`config.mk`:
```
export PLATFORM = sky130hd
export DESIGN_NAME = ple_cell
export DESIGN_NICKNAME = d
export VERILOG_FILES = /design/src/rtl/ple_pkg.sv /design/src/rtl/ple_cell.sv
export SDC_FILE = /design/constraint.sdc
export NUM_CORES = 1
export LEC_CHECK = 0
export BUFFER_PORTS_ARGS = -buffer_cell sky130_fd_sc_hd__buf_2
export CAP_MARGIN = 20
export CORE_MARGIN = 2
export CORE_UTILIZATION = 43
export DETAILED_ROUTE_END_ITERATION = 6
export PLACE_DENSITY = 0.93
export SLEW_MARGIN = 5
export SYNTH_ARGS = -nofsm -noshare
export SYNTH_HDL_FRONTEND = slang
export SYNTH_SLANG_ARGS = --single-unit
```
`constraint.sdc`:
```
create_clock -name aclk -period 4.3 [get_ports aclk]
set_clock_uncertainty 0.15 [all_clocks]
set_input_delay 0.215 -clock aclk [delete_from_list [all_inputs] [get_ports aclk]]
set_output_delay 0.215 -clock aclk [all_outputs]
set_load 0.01 [all_outputs]
```
`src/rtl/ple_pkg.sv`:
```
// ---------------------------------------------------------------------------
// ple_pkg
// shared types and constants of the positional list engine
// ---------------------------------------------------------------------------
package ple_pkg;

    localparam int CAPACITY   = 64;
    localparam int DATA_W     = 32;
    localparam int CMD_W      = 3;
    localparam int POS_W      = 7;
    localparam int STATUS_W   = 2;
    localparam int ENTRY_W    = 7;
    localparam int COUNT_W    = $clog2(CAPACITY + 1);
    localparam int CMP_W      = (COUNT_W > POS_W) ? COUNT_W : POS_W;
    localparam int GROUP_SIZE = 8;
    localparam int GROUP_CNT  = (CAPACITY + GROUP_SIZE - 1) / GROUP_SIZE;

    localparam logic [DATA_W-1:0] NO_VALUE = '1;

    typedef enum logic [CMD_W-1:0] {
        CMD_GET    = 3'd0,
        CMD_HEAD   = 3'd1,
        CMD_TAIL   = 3'd2,
        CMD_INSERT = 3'd3,
        CMD_DELETE = 3'd4
    } cmd_t;

    typedef enum logic [STATUS_W-1:0] {
        ST_DONE    = 2'd0,
        ST_INVALID = 2'd1,
        ST_FULL    = 2'd2
    } status_t;

    typedef enum logic [1:0] {
        CELL_HOLD,
        CELL_INSERT,
        CELL_DELETE
    } cell_op_t;

    typedef struct packed {
        cell_op_t           op;
        logic [CMP_W-1:0]   pos;
    } cell_ctrl_t;

endpackage

```
`src/rtl/ple_cell.sv`:
```
// ---------------------------------------------------------------------------
// ple_cell
// one list slot: holds, shifts from a neighbor or loads the new value
// ---------------------------------------------------------------------------
module ple_cell (
    input  logic                        aclk,
    input  ple_pkg::cell_ctrl_t         ctrl,
    input  logic [ple_pkg::CMP_W-1:0]   idx,
    input  logic [ple_pkg::DATA_W-1:0]  new_value,
    input  logic [ple_pkg::DATA_W-1:0]  left_value,
    input  logic [ple_pkg::DATA_W-1:0]  right_value,
    output logic [ple_pkg::DATA_W-1:0]  value,
    output logic [ple_pkg::DATA_W-1:0]  read_masked
);
    import ple_pkg::*;

    logic [DATA_W-1:0] value_reg;
    logic [DATA_W-1:0] value_next;

    always_comb begin
        value_next = value_reg;
        unique case (ctrl.op)
            CELL_HOLD: begin
                value_next = value_reg;
            end
            CELL_INSERT: begin
                if (idx > ctrl.pos) begin
                    value_next = left_value;
                end else if (idx == ctrl.pos) begin
                    value_next = new_value;
                end
            end
            CELL_DELETE: begin
                if (idx >= ctrl.pos) begin
                    value_next = right_value;
                end
            end
            default: begin
                value_next = value_reg;
            end
        endcase
    end

    always_ff @(posedge aclk) begin
        value_reg <= value_next;
    end

    assign value       = value_reg;
    assign read_masked = (idx == ctrl.pos) ? value_reg : '0;

endmodule

```
### After elaboration in Yosys (flattened, before gate mapping)

Cells that the tools add are included.

* flip-flop bits (word level): 32
* input port bits: 113
* output and inout port bits: 64
* logic and storage cells: 15

* $lt $le $gt $ge: 2
* equal/unequal tests: 5
* multiplexer cells: 5
* reduce and logical (&&, ||, !) cells: 2

Operators by type and width (count)
* 32-bit two-way mux: 4
* 32-bit case mux with 2 select lines: 1
* 7-bit == test: 1
* 7-bit greater-or-equal comparator: 1
* 7-bit > comparator: 1
* 3-bit != test, second input constant: 1
* 3-bit AND reduction: 1
* 2-bit by 1-bit == test with 1-bit output, second input constant: 1
* 2-bit == test, second input constant: 1
* 2-bit != test, second input constant: 1
* 2-bit nonzero test: 1

### Depth between registers and ports, before layout

* depth in word-level cells: 4
* mapped depth: 8
* gate-level depth less buffers: 6

### Least setup slack after synthesis

No wires, ideal clock.

* path type: input-to-reg
* start: input port ctrl[6] in the netlist's numbering
* end: register value_reg[0], in the netlist value[0] (enable)
* library setup time: 0.432 ns
* data arrival time: 2.768 ns
* setup slack: 0.950 ns
* stages on the path: 8
* path buffers: 2
* cell sequence: inv_1 ha_1 nand2_1 o21ai_1 buf_2 buf_2 a21oi_1 a21oi_1

* cells in the longest elaborated chain, start to end: 3
* elaborated cells on any way between the ends: 6

Ends and longest elaborated chain
* start: declaration: line ple_cell.sv:7 `input ple_pkg::cell_ctrl_t ctrl,`
* 7-bit > comparator, or another cell as far along: line ple_cell.sv:27 `if (idx > ctrl.pos) begin`
* 3-bit != test (no line) or 2-bit != test (tied branches)
* 3-bit AND reduction (no line) *
* end signal: assignment: line ple_cell.sv:45 `value_reg <= value_next;`
* end: declaration: line ple_cell.sv:17 `logic [DATA_W-1:0] value_reg;`

Mark *: on every way between the ends. The rest lies on a longest branch, timed or not.
A chain may end at the register's enable or synchronous reset.

### Worst setup path after layout

* start: input port ctrl[6] in the netlist's numbering
* end: register value_reg[10], in the netlist value[10] (enable)

The elaborated chain is that of the path after synthesis.

==> key figures <==
STA
  • Worst-margin pin slew: between 1 and 1.5 ns
  • Min cycle time layout: approximately 2.6 ns
  • Max Clock Freq: between 300 and 400 MHz
  • Fin. Hold Viols: 0
  • RSZ-0062 raised after global routing: false
  • # setup viols final: 0
  • Fin. max-slew vios: 0
  • Final Cycle Share: 61.6%
  • Slew HR: roughly 30%
  • Setup TNS: 0 ns

Yosys
  • Post-Syn Nets: between 400 and 500
  • Mux cell area share after synthesis: 0%
  • Yosys warning count: 0
  • Post-Syn Area: ~2700 µm²
  • Ys async rst share: 0%
  • Register area share after synthesis: a little over a third
  • Largest family of logic cells by synthesized area: simple AND/OR/NAND/NOR gates
  • FF+latch count, synth: 32
  • XOR/XNOR share of the synthesized area: 0%
  • Synth Instances: between 200 and 300
  • Synth Area in Compound Gates: approximately a quarter
  • Post-Synth Adder-Cell Area: under 10%
  • Top_reg_cell synth: edfxtp_1
  • Simple-Gate Fraction of Synth Area: about 29%
  • Syn_area_per_cell: 9.21 µm²
  • Post-synth EDFFs: 32
  • Netlist cell types: 25

Final layout
  • Syn-to-layout area delta: 35.9%
  • Final nets: approximately 560
  • Final non-filler cell area: roughly 3600 µm²
  • Most frequent cells in the layout: buf_2 (176), nand2_1 (35), nand3_1 (33)
  • Commonest non-fill, non-tap cell in the layout: buf_2
  • Layout cells sized above 1: around 44%
  • Max reg flops: 32
  • # diodes: 0

Die
  • Rows: 28
  • Chip height: 82.7 µm
  • Core Box Area: a little under 6000 µm²
  • Die area: ~6800 µm²
  • Ports: between 150 and 200
  • Initial core utilization: 44.7%
  • Die width: about 83 µm

Power
  • Post-layout total power: between 0.9 and 1 mW
  • Leakage Power: roughly 1.7 nW
  • Switching share of power: 29.9%
  • Clock power frac: a little under a quarter
  • P_sw: roughly 0.27 mW
  • Part of the power in registers: around 46%
  • Power per cell area: between 200 and 250 nW/µm²
  • Peak VDD IR: approximately 0.10 mV
  • Internal power: ~0.63 mW
  • Gate power share: between 30% and 40%

Status
  • Outcome: completed

GRT
  • Vias in the first global route: about 2,600
  • Initial antenna violation count: 0
  • Largest net degree at the start of global routing: 65
  • GR Overflow Total: 0
  • First-pass GRT wire length: between 10 and 15 mm
  • GRT Total Usage: about 22%

Detailed routing
  • Via count: between 2,000 and 3,000
  • Drt via density: ~5.6
  • Met2 routed WL: between 4 and 5 mm
  • DRT Wirelength: between 7 and 8 mm
  • Routed met3 length: between 500 and 600 µm
  • Max layer used: met4
  • Initial detailed-routing violation count: between 100 and 150
  • Post-route antenna net violation count: 0
  • DRC Markers: 0
  • Drt pass-1 iters: 4
  • Met1 WL: about 3.1 mm
  • DR WL/cell: ~15 µm

Placement
  • Port buffer count: 176
  • Placed cell area: ~3500 µm²
  • GPL Wtd Cong: 0.810
  • HPWL Detailed: 5.61 mm

Worst setup path
  • Critical path arrival: between 2 and 2.5 ns
  • Crit end category: flip-flop
  • Kind of critical path: input pin to flip-flop
  • CP Max Fanout: 32
  • WP data required: around 4.0 ns
  • Critical path launch point type: input pin

Clocking
  • Post-CTS Setup Bufs: 0
  • Max clock buf depth: 2
  • CTS tree: yes
  • Clock buffer count from CTS: 5
  • Clock transition at path regs: about 0.070 ns
  • Hold-fix buffers at CTS: 0
  • Post-CTS sizing: 0
  • CTS Sinks: 32
  • CTS root buf: clkbuf_8
  • H-tree Lvls: 2

Min path
  • Hold depth: 3
  • Hold WC Path Type: input pin to flip-flop

Job
  • Max_cap viols: 0
worst max-delay path, cell delays in order:
cell and delay [ns]:
buf_2 0.08, inv_1 0.03, ha_1 0.30, nand2_1 0.14, o21ai_4 0.63, a21oi_1 0.15, a21oi_4 0.83
cell type report:
class | count | area [µm²]
clock buffers | 6 | 72.6
clock inverters | 1 | 5.00
fillers | 539 | 2340
inverters | 7 | 26.3
multi-input cells | 218 | 1540
flip-flops and latches | 32 | 961
well taps | 75 | 93.8
repair buffers | 180 | 918
Yosys cell counts, drive strengths merged, types with 2 or more instances:
library cell	number	share of area [%]
and2	32	7.5
inv	7	0.99
nand3	33	6.2
a21oi	5	1.1
o2bb2a	31	12
edfxtp	32	36
or3	32	7.5
clkbuf	15	2.1
ha	7	3.3
nor3	2	0.56
nand2	35	4.9
o2111ai	31	10
o21ai	2	0.38
buf	17	4.1
nand2b	2	0.47
cell families after synthesis:
logic type	after synthesis
simple gates	140
compound gates	71
buf+inv	39
flops	32
fa+ha+maj	7
metal layers:
| metal | track usage [%] | vias up |
|---|---|---|
| met5 | 0 | - |
| met2 | 41.2 | 139 |
| met4 | 6.56 | 0 |
| met3 | 3.48 | 12 |
| met1 | 26.3 | 1311 |
| li1 | - | 1434 |
through the flow:
step	utilization [%]	worst slack, ns	instances	hold slack (ns)
after global placement	59.2	1.44	511	0.409
after global routing	60.8	1.47	519	0.133
after detailed placement	59.2	1.36	511	0.410
after floorplan	-	0.950	289	0.309
final	60.8	1.65	519	0.128
after CTS	60.5	1.64	518	0.117
path summary, 6_finish.rpt:
path / slack [ns] / to / start
hold / removal: 0.13 / value[14] / left_value[14]
setup / recovery: 1.65 / value[10] / ctrl[6]
power by group through the flow:
stage / Sequential (mW) / Clock [mW] / Combinational (mW)
after global placement: 0.419 / 0 / 0.263
final: 0.414 / 0.212 / 0.275
after detailed placement: 0.421 / 0 / 0.272
after floorplan: 0.437 / 0 / 0.139
after global routing: 0.419 / 0.236 / 0.306
after CTS: 0.415 / 0.221 / 0.273
Power figures use the tool's default switching activity.
